[src/rtl/trimmed_mean_adc_to_millivolts_defines.svh]
// Assertion macros used by the trimmed-mean ADC filter RTL.
`ifndef TRIMMED_MEAN_ADC_TO_MILLIVOLTS_DEFINES_SVH
`define TRIMMED_MEAN_ADC_TO_MILLIVOLTS_DEFINES_SVH

`ifndef SYNTHESIS

// Same-cycle implication, checked outside reset
`define TMAV_ASSERT_NOW(label, clk, rst, ante, cons, msg) \
   label: assert property (@(posedge clk) disable iff (rst) (ante) |-> (cons)) \
      else $error(msg);

// Next-cycle implication, checked outside reset
`define TMAV_ASSERT_NEXT(label, clk, rst, ante, cons, msg) \
   label: assert property (@(posedge clk) disable iff (rst) (ante) |=> (cons)) \
      else $error(msg);

`else

`define TMAV_ASSERT_NOW(label, clk, rst, ante, cons, msg)
`define TMAV_ASSERT_NEXT(label, clk, rst, ante, cons, msg)

`endif

`endif

[src/rtl/tmav_pkg.sv]
// Shared types and constants of the trimmed-mean ADC filter.
package tmav_pkg;

   // Field widths
   localparam int SAMPLE_W = 12;
   localparam int RATIO_W  = 4;
   localparam int MV_W     = 28;
   localparam int DIV_W    = 24;
   localparam int ADDR_W   = 4;
   localparam int DATA_W   = 32;

   // Scaling used when no calibration point is available
   localparam logic [SAMPLE_W-1:0] FALLBACK_MV   = 12'd2200;
   localparam logic [SAMPLE_W-1:0] FALLBACK_CODE = 12'd4095;

   // Register reset values
   localparam logic [SAMPLE_W-1:0] CAL_CODE_RESET = 12'd0;
   localparam logic [SAMPLE_W-1:0] CAL_MV_RESET   = 12'd850;
   localparam logic [RATIO_W-1:0]  RATIO_RESET    = 4'd5;

   // Register indexes (byte address = 4 * index)
   typedef enum logic [1:0] {
      REG_CAL_CODE  = 2'd0,
      REG_CAL_MV    = 2'd1,
      REG_DIV_RATIO = 2'd2
   } reg_index_type;

   typedef struct packed {
      logic [SAMPLE_W-1:0] cal_code;
      logic [SAMPLE_W-1:0] cal_millivolts;
      logic [RATIO_W-1:0]  divider_ratio;
   } csr_cfg_type;

   // Data handed from one sort cell to the next
   typedef struct packed {
      logic                held_valid;
      logic [SAMPLE_W-1:0] held_data;
      logic                pass_valid;
      logic [SAMPLE_W-1:0] pass_data;
   } sort_link_type;

   // Row-wide control of the sort cells
   typedef struct packed {
      logic clear;
      logic shift;
   } cell_ctrl_type;

endpackage

[src/rtl/tmav_if.sv]
// Request and response channel interfaces of the trimmed-mean ADC filter.
interface tmav_req_if;
   import tmav_pkg::*;

   logic                valid;
   logic                ready;
   logic [SAMPLE_W-1:0] sample;

   modport source (output valid, output sample, input ready);
   modport sink   (input valid, input sample, output ready);
endinterface

interface tmav_rsp_if;
   import tmav_pkg::*;

   logic                valid;
   logic                ready;
   logic [MV_W-1:0]     battery_mv;
   logic [SAMPLE_W-1:0] trimmed_average;

   modport source (output valid, output battery_mv, output trimmed_average, input ready);
   modport sink   (input valid, input battery_mv, input trimmed_average, output ready);
endinterface

[src/rtl/trimmed_mean_adc_to_millivolts.sv]
// Trimmed-mean ADC filter: each burst is one warm-up sample followed by BURST_SAMPLES
// samples; the warm-up is dropped, the rest are insertion-sorted on the fly by a row of
// BURST_SAMPLES compare-and-exchange cells, the TRIM_EACH_END lowest and highest are
// discarded, and the truncated mean of the middle is scaled to millivolts and multiplied
// by the divider ratio, giving one response per burst. Samples are taken one per cycle
// while a burst is collected and the request side is not stalled. After the last sample
// of a burst the block is busy: the sort row settles, the row is shifted out into the
// accumulator, the mean is formed by reciprocal multiplication, the calibration product
// is formed, one 24-step pass of the restoring divider does the calibration scaling, and
// the result is handed on. A finished response waits in an output register, so the next
// burst is collected while it is pending; the request side stalls whenever a finished
// result waits to be loaded into that register, which happens once the register is free.
module trimmed_mean_adc_to_millivolts #(
   parameter int BURST_SAMPLES = 16,
   parameter int TRIM_EACH_END = 4
) (
   input  logic                          clock,
   input  logic                          reset,
   tmav_req_if.sink                      req_ch,
   tmav_rsp_if.source                    rsp_ch,
   input  logic                          psel,
   input  logic                          penable,
   input  logic                          pwrite,
   input  logic [tmav_pkg::ADDR_W-1:0]   paddr,
   input  logic [tmav_pkg::DATA_W-1:0]   pwdata,
   output logic [tmav_pkg::DATA_W-1:0]   prdata,
   output logic                          pready
);
   import tmav_pkg::*;

`include "trimmed_mean_adc_to_millivolts_defines.svh"

   localparam int MID_COUNT = (2 * TRIM_EACH_END < BURST_SAMPLES) ?
                              BURST_SAMPLES - 2 * TRIM_EACH_END : 0;
   localparam int POS_W     = $clog2(BURST_SAMPLES + 1);
   localparam int CNT_W     = $clog2(BURST_SAMPLES);
   localparam int SUM_W     = SAMPLE_W + $clog2(BURST_SAMPLES);

   // Mean by reciprocal: floor(sum / MID_COUNT) = (sum * RECIP) >> SHIFT for any sum
   localparam int MID_DIV    = (MID_COUNT > 0) ? MID_COUNT : 1;
   localparam int MEAN_SHIFT = SUM_W + $clog2(MID_DIV);
   localparam int RECIP_W    = SUM_W + 2;
   localparam int PROD_W     = SUM_W + RECIP_W;
   localparam longint unsigned RECIP_FULL =
      ((64'd1 << MEAN_SHIFT) + 64'(MID_DIV) - 64'd1) / 64'(MID_DIV);
   localparam logic [RECIP_W-1:0] MEAN_RECIP = RECIP_W'(RECIP_FULL);

   typedef enum logic [6:0] {
      ST_COLLECT    = 7'b000_0001,
      ST_SETTLE     = 7'b000_0010,
      ST_DRAIN      = 7'b000_0100,
      ST_AVG        = 7'b000_1000,
      ST_MUL        = 7'b001_0000,
      ST_SCALE      = 7'b010_0000,
      ST_SCALE_WAIT = 7'b100_0000
   } state_type;

   // A response is loaded in ST_SCALE_WAIT's successor; reuse ST_COLLECT after loading
   logic                out_pend_ff, out_pend_in;

   state_type           state_ff, state_in;
   logic [POS_W-1:0]    pos_ff, pos_in;
   logic [CNT_W-1:0]    cnt_ff, cnt_in;
   logic [SUM_W-1:0]    sum_ff, sum_in;
   logic [SAMPLE_W-1:0] avg_ff, avg_in;
   logic [DIV_W-1:0]    prod_ff, prod_in;
   logic [DIV_W-1:0]    pin_ff, pin_in;
   logic                rsp_valid_ff, rsp_valid_in;
   logic [MV_W-1:0]     rsp_mv_ff, rsp_mv_in;
   logic [SAMPLE_W-1:0] rsp_avg_ff, rsp_avg_in;

   csr_cfg_type         cfg;
   cell_ctrl_type       cell_ctrl;
   sort_link_type       links [BURST_SAMPLES+1];
   logic [BURST_SAMPLES-1:0] pass_valid_vec;
   logic [BURST_SAMPLES-1:0] held_valid_vec;

   logic                accept;
   logic                insert;
   logic                keep;
   logic                cnt_last;
   logic                cal_ok;
   logic [PROD_W-1:0]   mean_prod;
   logic                div_start;
   logic                div_done;
   logic [DIV_W-1:0]    div_dividend;
   logic [SAMPLE_W-1:0] div_divisor;
   logic [DIV_W-1:0]    div_quotient;

   // Configuration registers
   tmav_csr u_csr (
      .clock   (clock),
      .reset   (reset),
      .psel    (psel),
      .penable (penable),
      .pwrite  (pwrite),
      .paddr   (paddr),
      .pwdata  (pwdata),
      .prdata  (prdata),
      .pready  (pready),
      .cfg     (cfg)
   );

   // Request handshake
   assign req_ch.ready = (state_ff == ST_COLLECT) && !out_pend_ff;
   assign accept       = req_ch.valid && req_ch.ready;
   assign insert       = accept && (pos_ff != '0);

   // Sort row: new samples enter at cell 0
   assign links[0].held_valid = 1'b0;
   assign links[0].held_data  = '0;
   assign links[0].pass_valid = insert;
   assign links[0].pass_data  = req_ch.sample;

   assign cell_ctrl.clear = accept && (pos_ff == '0);
   assign cell_ctrl.shift = (state_ff == ST_DRAIN);

   for (genvar i = 0; i < BURST_SAMPLES; i++) begin : g_cell
      tmav_cell u_cell (
         .clock (clock),
         .reset (reset),
         .ctrl  (cell_ctrl),
         .left  (links[i]),
         .right (links[i+1])
      );
      assign pass_valid_vec[i] = links[i+1].pass_valid;
      assign held_valid_vec[i] = links[i+1].held_valid;
   end

   // Drain step k reads sorted rank BURST_SAMPLES-1-k; keep the middle ranks
   assign keep     = (int'(cnt_ff) >= TRIM_EACH_END) &&
                     (int'(cnt_ff) < BURST_SAMPLES - TRIM_EACH_END);
   assign cnt_last = (cnt_ff == CNT_W'(BURST_SAMPLES - 1));
   assign cal_ok   = (cfg.cal_code != '0);

   // Mean of the kept samples, constant reciprocal
   assign mean_prod = PROD_W'(sum_ff) * PROD_W'(MEAN_RECIP);

   // Divider for the calibration scaling
   assign div_start    = (state_ff == ST_SCALE);
   assign div_dividend = prod_ff;
   assign div_divisor  = cal_ok ? cfg.cal_code : FALLBACK_CODE;

   tmav_divider u_divider (
      .clock    (clock),
      .reset    (reset),
      .start    (div_start),
      .dividend (div_dividend),
      .divisor  (div_divisor),
      .done     (div_done),
      .quotient (div_quotient)
   );

   // Sequencer
   always_comb begin
      state_in     = state_ff;
      pos_in       = pos_ff;
      cnt_in       = cnt_ff;
      sum_in       = sum_ff;
      avg_in       = avg_ff;
      prod_in      = prod_ff;
      pin_in       = pin_ff;
      out_pend_in  = out_pend_ff;
      rsp_valid_in = rsp_valid_ff && !rsp_ch.ready;
      rsp_mv_in    = rsp_mv_ff;
      rsp_avg_in   = rsp_avg_ff;

      case (state_ff)
         ST_COLLECT: begin
            if (accept) begin
               if (pos_ff == POS_W'(BURST_SAMPLES)) begin
                  pos_in   = '0;
                  cnt_in   = '0;
                  state_in = ST_SETTLE;
               end else begin
                  pos_in = pos_ff + 1'b1;
               end
            end
         end
         ST_SETTLE: begin
            cnt_in = cnt_ff + 1'b1;
            if (cnt_last) begin
               cnt_in   = '0;
               sum_in   = '0;
               state_in = ST_DRAIN;
            end
         end
         ST_DRAIN: begin
            if (keep) begin
               sum_in = sum_ff + SUM_W'(links[BURST_SAMPLES].held_data);
            end
            cnt_in = cnt_ff + 1'b1;
            if (cnt_last) begin
               cnt_in   = '0;
               state_in = ST_AVG;
            end
         end
         ST_AVG: begin
            if (MID_COUNT == 0) begin
               avg_in = '0;
            end else begin
               avg_in = SAMPLE_W'(mean_prod >> MEAN_SHIFT);
            end
            state_in = ST_MUL;
         end
         ST_MUL: begin
            prod_in  = DIV_W'(avg_ff) * DIV_W'(cal_ok ? cfg.cal_millivolts : FALLBACK_MV);
            state_in = ST_SCALE;
         end
         ST_SCALE: begin
            state_in = ST_SCALE_WAIT;
         end
         ST_SCALE_WAIT: begin
            if (div_done) begin
               pin_in      = div_quotient;
               out_pend_in = 1'b1;
               state_in    = ST_COLLECT;
            end
         end
         default: begin
            state_in = ST_COLLECT;
         end
      endcase

      // Load the response register once it is free
      if (out_pend_ff && !rsp_valid_ff) begin
         out_pend_in  = 1'b0;
         rsp_valid_in = 1'b1;
         rsp_mv_in    = MV_W'(pin_ff) * MV_W'(cfg.divider_ratio);
         rsp_avg_in   = avg_ff;
      end
   end

   // Control state
   always_ff @(posedge clock) begin
      if (reset) begin
         state_ff     <= ST_COLLECT;
         pos_ff       <= '0;
         cnt_ff       <= '0;
         out_pend_ff  <= 1'b0;
         rsp_valid_ff <= 1'b0;
      end else begin
         state_ff     <= state_in;
         pos_ff       <= pos_in;
         cnt_ff       <= cnt_in;
         out_pend_ff  <= out_pend_in;
         rsp_valid_ff <= rsp_valid_in;
      end
   end

   // Datapath
   always_ff @(posedge clock) begin
      sum_ff     <= sum_in;
      avg_ff     <= avg_in;
      prod_ff    <= prod_in;
      pin_ff     <= pin_in;
      rsp_mv_ff  <= rsp_mv_in;
      rsp_avg_ff <= rsp_avg_in;
   end

   assign rsp_ch.valid           = rsp_valid_ff;
   assign rsp_ch.battery_mv      = rsp_mv_ff;
   assign rsp_ch.trimmed_average = rsp_avg_ff;

   // Sort row has settled before it is shifted out
   `TMAV_ASSERT_NOW(a_row_settled, clock, reset, state_ff == ST_DRAIN,
      pass_valid_vec == '0, "sort row still moving during drain")

   // Every cell holds a sample when the drain starts
   `TMAV_ASSERT_NOW(a_row_full, clock, reset, state_ff == ST_DRAIN && cnt_ff == '0,
      held_valid_vec == '1, "sort row not full at drain start")

   // Last sample of a burst starts processing
   `TMAV_ASSERT_NEXT(a_burst_end, clock, reset,
      accept && pos_ff == POS_W'(BURST_SAMPLES), state_ff == ST_SETTLE,
      "burst end did not start processing")

   // Divider finishes only while a result is awaited
   `TMAV_ASSERT_NOW(a_div_done, clock, reset, div_done,
      state_ff == ST_SCALE_WAIT,
      "divider done outside the wait state")

endmodule

[src/rtl/tmav_cell.sv]
// One cell of the insertion-sort row: keeps the smaller value, passes the larger on.
module tmav_cell (
   input  logic                   clock,
   input  logic                   reset,
   input  tmav_pkg::cell_ctrl_type ctrl,
   input  tmav_pkg::sort_link_type left,
   output tmav_pkg::sort_link_type right
);
   import tmav_pkg::*;

   logic                held_valid_ff, held_valid_in;
   logic [SAMPLE_W-1:0] held_data_ff, held_data_in;
   logic                pass_valid_ff, pass_valid_in;
   logic [SAMPLE_W-1:0] pass_data_ff, pass_data_in;

   // Compare-and-exchange, or shift toward the row end while draining
   always_comb begin
      held_valid_in = held_valid_ff;
      held_data_in  = held_data_ff;
      pass_valid_in = 1'b0;
      pass_data_in  = pass_data_ff;
      if (ctrl.clear) begin
         held_valid_in = 1'b0;
      end else if (ctrl.shift) begin
         held_data_in = left.held_data;
      end else if (left.pass_valid) begin
         if (!held_valid_ff) begin
            held_valid_in = 1'b1;
            held_data_in  = left.pass_data;
         end else if (left.pass_data < held_data_ff) begin
            held_data_in  = left.pass_data;
            pass_valid_in = 1'b1;
            pass_data_in  = held_data_ff;
         end else begin
            pass_valid_in = 1'b1;
            pass_data_in  = left.pass_data;
         end
      end
   end

   // Control bits
   always_ff @(posedge clock) begin
      if (reset) begin
         held_valid_ff <= 1'b0;
         pass_valid_ff <= 1'b0;
      end else begin
         held_valid_ff <= held_valid_in;
         pass_valid_ff <= pass_valid_in;
      end
   end

   // Payload
   always_ff @(posedge clock) begin
      held_data_ff <= held_data_in;
      pass_data_ff <= pass_data_in;
   end

   assign right.held_valid = held_valid_ff;
   assign right.held_data  = held_data_ff;
   assign right.pass_valid = pass_valid_ff;
   assign right.pass_data  = pass_data_ff;

endmodule

[src/rtl/tmav_divider.sv]
// Restoring divider, one quotient bit per cycle.
module tmav_divider (
   input  logic                            clock,
   input  logic                            reset,
   input  logic                            start,
   input  logic [tmav_pkg::DIV_W-1:0]      dividend,
   input  logic [tmav_pkg::SAMPLE_W-1:0]   divisor,
   output logic                            done,
   output logic [tmav_pkg::DIV_W-1:0]      quotient
);
   import tmav_pkg::*;

   localparam int STEP_W = $clog2(DIV_W);

   logic                busy_ff, busy_in;
   logic                done_ff, done_in;
   logic [STEP_W-1:0]   step_ff, step_in;
   logic [SAMPLE_W-1:0] rem_ff, rem_in;
   logic [DIV_W-1:0]    quo_ff, quo_in;
   logic [SAMPLE_W-1:0] dvs_ff, dvs_in;
   logic [SAMPLE_W:0]   trial;
   logic                fits;

   // Shift in the next dividend bit and try a subtract
   assign trial = {rem_ff, quo_ff[DIV_W-1]};
   assign fits  = trial >= {1'b0, dvs_ff};

   always_comb begin
      busy_in = busy_ff;
      done_in = 1'b0;
      step_in = step_ff;
      rem_in  = rem_ff;
      quo_in  = quo_ff;
      dvs_in  = dvs_ff;
      if (start) begin
         busy_in = 1'b1;
         step_in = '0;
         rem_in  = '0;
         quo_in  = dividend;
         dvs_in  = divisor;
      end else if (busy_ff) begin
         rem_in  = fits ? SAMPLE_W'(trial - {1'b0, dvs_ff}) : trial[SAMPLE_W-1:0];
         quo_in  = {quo_ff[DIV_W-2:0], fits};
         step_in = step_ff + 1'b1;
         if (step_ff == STEP_W'(DIV_W - 1)) begin
            busy_in = 1'b0;
            done_in = 1'b1;
         end
      end
   end

   // Control
   always_ff @(posedge clock) begin
      if (reset) begin
         busy_ff <= 1'b0;
         done_ff <= 1'b0;
         step_ff <= '0;
      end else begin
         busy_ff <= busy_in;
         done_ff <= done_in;
         step_ff <= step_in;
      end
   end

   // Datapath
   always_ff @(posedge clock) begin
      rem_ff <= rem_in;
      quo_ff <= quo_in;
      dvs_ff <= dvs_in;
   end

   assign done     = done_ff;
   assign quotient = quo_ff;

endmodule

[src/rtl/tmav_csr.sv]
// APB-style configuration registers: calibration code, calibration mV, divider ratio.
module tmav_csr (
   input  logic                          clock,
   input  logic                          reset,
   input  logic                          psel,
   input  logic                          penable,
   input  logic                          pwrite,
   input  logic [tmav_pkg::ADDR_W-1:0]   paddr,
   input  logic [tmav_pkg::DATA_W-1:0]   pwdata,
   output logic [tmav_pkg::DATA_W-1:0]   prdata,
   output logic                          pready,
   output tmav_pkg::csr_cfg_type         cfg
);
   import tmav_pkg::*;

   csr_cfg_type   cfg_ff, cfg_in;
   reg_index_type index;
   logic          wr_en;

   assign index = reg_index_type'(paddr[3:2]);
   assign wr_en = psel && penable && pwrite;

   // Register write decode
   always_comb begin
      cfg_in = cfg_ff;
      if (wr_en) begin
         case (index)
            REG_CAL_CODE:  cfg_in.cal_code       = pwdata[SAMPLE_W-1:0];
            REG_CAL_MV:    cfg_in.cal_millivolts = pwdata[SAMPLE_W-1:0];
            REG_DIV_RATIO: cfg_in.divider_ratio  = pwdata[RATIO_W-1:0];
            default:       cfg_in = cfg_ff;
         endcase
      end
   end

   always_ff @(posedge clock) begin
      if (reset) begin
         cfg_ff.cal_code       <= CAL_CODE_RESET;
         cfg_ff.cal_millivolts <= CAL_MV_RESET;
         cfg_ff.divider_ratio  <= RATIO_RESET;
      end else begin
         cfg_ff <= cfg_in;
      end
   end

   // Read-back
   always_comb begin
      case (index)
         REG_CAL_CODE:  prdata = DATA_W'(cfg_ff.cal_code);
         REG_CAL_MV:    prdata = DATA_W'(cfg_ff.cal_millivolts);
         REG_DIV_RATIO: prdata = DATA_W'(cfg_ff.divider_ratio);
         default:       prdata = '0;
      endcase
   end

   assign pready = 1'b1;
   assign cfg    = cfg_ff;

endmodule

[src/flat_wrapper.sv]
// flat-port wrapper written by rule: the top's interface ports become plain ports
module trimmed_mean_adc_to_millivolts_flat import tmav_pkg::*;
#(
   parameter int BURST_SAMPLES = 16,
   parameter int TRIM_EACH_END = 4
)
  (clock, reset, psel, penable, pwrite, paddr, pwdata, prdata, pready, req_ch_valid, req_ch_sample, req_ch_ready, rsp_ch_valid, rsp_ch_battery_mv, rsp_ch_trimmed_average, rsp_ch_ready);
  tmav_req_if req_ch_i ();
  tmav_rsp_if rsp_ch_i ();
  input  logic clock;
  input  logic reset;
  input  logic psel;
  input  logic penable;
  input  logic pwrite;
  input  logic [tmav_pkg::ADDR_W-1:0] paddr;
  input  logic [tmav_pkg::DATA_W-1:0] pwdata;
  output logic [tmav_pkg::DATA_W-1:0] prdata;
  output logic pready;
  input wire logic [$bits(req_ch_i.valid)-1:0] req_ch_valid;
  input wire logic [$bits(req_ch_i.sample)-1:0] req_ch_sample;
  output wire logic [$bits(req_ch_i.ready)-1:0] req_ch_ready;
  output wire logic [$bits(rsp_ch_i.valid)-1:0] rsp_ch_valid;
  output wire logic [$bits(rsp_ch_i.battery_mv)-1:0] rsp_ch_battery_mv;
  output wire logic [$bits(rsp_ch_i.trimmed_average)-1:0] rsp_ch_trimmed_average;
  input wire logic [$bits(rsp_ch_i.ready)-1:0] rsp_ch_ready;
  assign req_ch_i.valid = req_ch_valid;
  assign req_ch_i.sample = req_ch_sample;
  assign req_ch_ready = req_ch_i.ready;
  assign rsp_ch_valid = rsp_ch_i.valid;
  assign rsp_ch_battery_mv = rsp_ch_i.battery_mv;
  assign rsp_ch_trimmed_average = rsp_ch_i.trimmed_average;
  assign rsp_ch_i.ready = rsp_ch_ready;
  trimmed_mean_adc_to_millivolts #(.BURST_SAMPLES(BURST_SAMPLES), .TRIM_EACH_END(TRIM_EACH_END)) u_core (.clock(clock), .reset(reset), .req_ch(req_ch_i), .rsp_ch(rsp_ch_i), .psel(psel), .penable(penable), .pwrite(pwrite), .paddr(paddr), .pwdata(pwdata), .prdata(prdata), .pready(pready));
endmodule
[config.mk]
export PLATFORM = sky130hd
export DESIGN_NAME = trimmed_mean_adc_to_millivolts_flat
export DESIGN_NICKNAME = d
export VERILOG_FILES = /design/src/rtl/tmav_pkg.sv /design/src/rtl/tmav_if.sv /design/src/rtl/trimmed_mean_adc_to_millivolts.sv /design/src/rtl/tmav_cell.sv /design/src/rtl/tmav_divider.sv /design/src/rtl/tmav_csr.sv /design/src/flat_wrapper.sv
export VERILOG_INCLUDE_DIRS = /design/src /design/src/rtl
export SDC_FILE = /design/constraint.sdc
export NUM_CORES = 2
export LEC_CHECK = 0
export BUFFER_PORTS_ARGS = -buffer_cell sky130_fd_sc_hd__buf_2
export CAP_MARGIN = 20
export CELL_PAD_IN_SITES_DETAIL_PLACEMENT = 0
export CELL_PAD_IN_SITES_GLOBAL_PLACEMENT = 1
export CORE_UTILIZATION = 45
export CTS_CLUSTER_SIZE = 30
export DETAILED_ROUTE_END_ITERATION = 10
export PLACE_DENSITY = 0.84
export SLEW_MARGIN = 20
export SYNTH_ARGS = -nofsm -noshare
export SYNTH_HDL_FRONTEND = slang
export SYNTH_SLANG_ARGS = --single-unit
[constraint.sdc]
create_clock -name clock -period 7.4 [get_ports clock]
set_input_delay 0.74 -clock clock [delete_from_list [all_inputs] [get_ports clock]]
set_output_delay 0.74 -clock clock [all_outputs]
set_load 0.005 [all_outputs]
==> impl_metrics.toml <==
[layout]
final_common_cell = "nand2_1"
finalNonFillerCells = 4635
antennaDiodeCount = 0
finalInstanceArea_um2 = 41200
layout_common_cells = "543 x nand2_1, 523 x edfxtp_1, 377 x inv_1"
drive_above_1_share_pct = 12.3
nNetsFinal = 4008
syn_to_final_growth_pct = 9.67

[clock_network]
cts_num_sinks = 619
post_cts_resized = 0
cts_hold_buf = 0
cts-root-buf = "clkbuf_16"
cts_tree = "yes"
cts_max_level = 3
cts_setup_buffers = 0
clockBufferDepth = 3
numCtsBuffers = 71
clock_latency_ns = 0.62
path_clk_slew_ns = 0.07

[logic_synthesis]
synth_top_area_share_pct = 41.8
ys_types = 74
synth_edf_count = 523
synthTopCellsByArea = "edfxtp_1 42%, ha_1 10%, fa_1 7.8%"
yosysTopAreaCell = "edfxtp_1"
synthFlopType = "edfxtp_1"
yosys_warnings = 0
synthCells = 3469
seq_area_frac_synth_pct = 47.0
synth.avg_cell_area_um2 = 10.8
synth_seq_cells = 619
async_flop_share_pct = 0
syn-cell-area_um2 = 37500

[drt]
drtIter0Drc = 1284
drc = 0
vias = 24300
viasPerCell = 5.24
wl_per_cell_um = 16.5
drt-total-wl_mm = 76.7
ant_nets = 0
drt_first_pass_iters = 5

[placed_design]
gp_congestion = 0.853
io_buffer_count = 86
dp.cells = 4505
hpwlAfterDp_mm = 56.4
placed_area_um2 = 38900

[timing]
drv_slew = 0
max_slew_margin_pct = 28.6
min_period_over_period_pct = 91.1
grt_setup_unrepaired = "no"
setup_viol = 0
finalHoldViolCount = 0
setup-tns-final_ns = 0
fmax_mhz = 148
skew_ns = 0.0219
worst_pin_slew_ns = 1.07
period_minus_slack_ns = 6.74

[run_status]
status = "completed"

[global_routing]
grt_pass1_wl_mm = 127
antenna_found_initial = 1
grt_pass1_vias = 24600
grt_max_degree = 187
grt.total_usage_pct = 18.4
grt_overflow = 0

[pwr]
vdd_drop_max_mv = 0.163
cellPowerDensity_nw_per_um2 = 214
p_leak_nw = 17.8

[floorplanning]
ioPinCount = 130
rows = 105
die_x_um = 291
die-area_um2 = 84600
initial_core_util_pct = 45.6
core_um2 = 82200
die_h_um = 291

[critical_path]
start_kind = "register"
r2r_start = "u_core.u_csr.cfg[23]"
crit_fanout = 17
required_ns = 7.77
r2r_slack_ns = 0.66
critPathLaunch = "u_core.u_csr.cfg[23]"
crit_type = "reg2reg"
reg2regPathDepth = 20
arrival_ns = 7.11
rr_endpoint = "u_core.div_dividend[23]"
crit_path_end_kind = "register"

[job]
max_cap_violations = 0

[worst_hold_path]
min_from = "rsp_ch_ready"
min_to = "u_core.rsp_ch.valid"
hold_depth = 2
hold_class = "in2reg"
==> flip-flops by register name, indices dropped and copies added (netlist names), 16 cells and up <==
| signal | cells |
|---|---|
| u_core.pin_ff | 24 |
| u_core.div_dividend | 24 |
| u_core.u_csr.cfg | 28 |
| u_core.g_cell.u_cell.held_data_ff | 192 |
| u_core.g_cell.u_cell.held_valid_ff | 16 |
| u_core.g_cell.u_cell.pass_data_ff | 180 |
| u_core.rsp_ch.battery_mv | 28 |
| u_core.u_divider.quotient | 24 |
==> cell families (layout without fill, tap and decap cells) <==
logic type,Yosys count,after routing,share of synthesized area [%]
XOR/XNOR,66,66,1.54
AO/OA/AOI/OAI,572,572,9.25
other,2,21,0.0200
buffers and inverters,542,619,5.76
adder cells (fa/ha/maj),445,445,17.8
AND/OR/NAND/NOR,1006,1006,12.3
flip-flops,619,619,47.0
multiplexers,217,217,6.39
==> power by group <==
part,switching [mW],total [mW],internal [mW]
clock,1.48,3.42,1.94
combinational,0.895,1.53,0.637
sequential,0.0255,3.86,3.84
==> critical path, cell delays in order (launching register included) <==
cell	delay, ns
dfxtp_1	0.33
nor4_1	0.48
nand3_2	0.40
and2_1	0.43
nand2_1	0.13
fa_1	0.46
fa_1	0.55
inv_1	0.05
fa_1	0.50
fa_1	0.54
inv_1	0.05
fa_1	0.53
inv_1	0.04
ha_1	0.32
a21o_1	0.21
a2111oi_0	0.42
a221oi_1	0.22
a221oi_2	0.39
o21ai_0	0.16
a21oi_1	0.19
xnor2_1	0.08
==> cell usage after synthesis (all sizes together) (3+ instances only) <==
cell / number
a211oi: 11
a21o: 85
a21oi: 139
a221oi: 15
a31oi: 8
and2: 70
and3: 56
buf: 52
clkbuf: 112
dfxtp: 96
edfxtp: 523
fa: 146
ha: 299
inv: 378
mux2: 181
mux2i: 36
nand2: 544
nand2b: 44
nand3: 33
nand3b: 12
nand4: 31
nand4b: 3
nor2: 136
nor2b: 28
nor3: 19
nor3b: 6
nor4: 8
o211ai: 4
o21a: 21
o21ai: 229
o21bai: 13
o221a: 13
o221ai: 5
o31a: 3
o31ai: 4
or2: 3
or3: 4
xnor2: 43
xor2: 23
==> per-stage QoR <==
stage          utilization (%)  hold slack (ns)  power, mW  setup WS (ns)
3_3_place_gp              47.3            0.438       5.48          0.743
2_1_floorplan                -            0.426       5.11           1.31
6_report                  50.0            0.331       8.81          0.661
4_1_cts                   50.0            0.292       8.92          0.720
5_1_grt                   50.0            0.292       9.27          0.245
3_5_place_dp              47.3            0.442       5.47          0.757
==> final cells by class <==
class,instances,area (um^2)
Clock buffer,94,1940
Fill cell,7340,41100
Clock inverter,36,320
Timing Repair Buffer,111,631
Inverter,378,1420
Multi-Input combinational cell,2327,17900
Tap cell,1070,1340
Sequential cell,619,17600
==> layer usage <==
metal,global-route usage [%],vias up,share of wire [%]
met5,0,-,0.010
met4,5.21,2,2.6
met3,2.76,131,3.4
met2,32.3,399,50
met1,23.5,11700,44
li1,-,12100,-
==> worst max path at each step <==
stage / end / cells after the start
after global routing: u_core.div_dividend[23] / 20
final: u_core.div_dividend[23] / 20
after detailed placement: u_core.div_dividend[23] / 20
after CTS: u_core.div_dividend[23] / 20
after global placement: u_core.div_dividend[23] / 20
after floorplan: u_core.div_dividend[23] / 22
(Power assumes the default switching activity.)
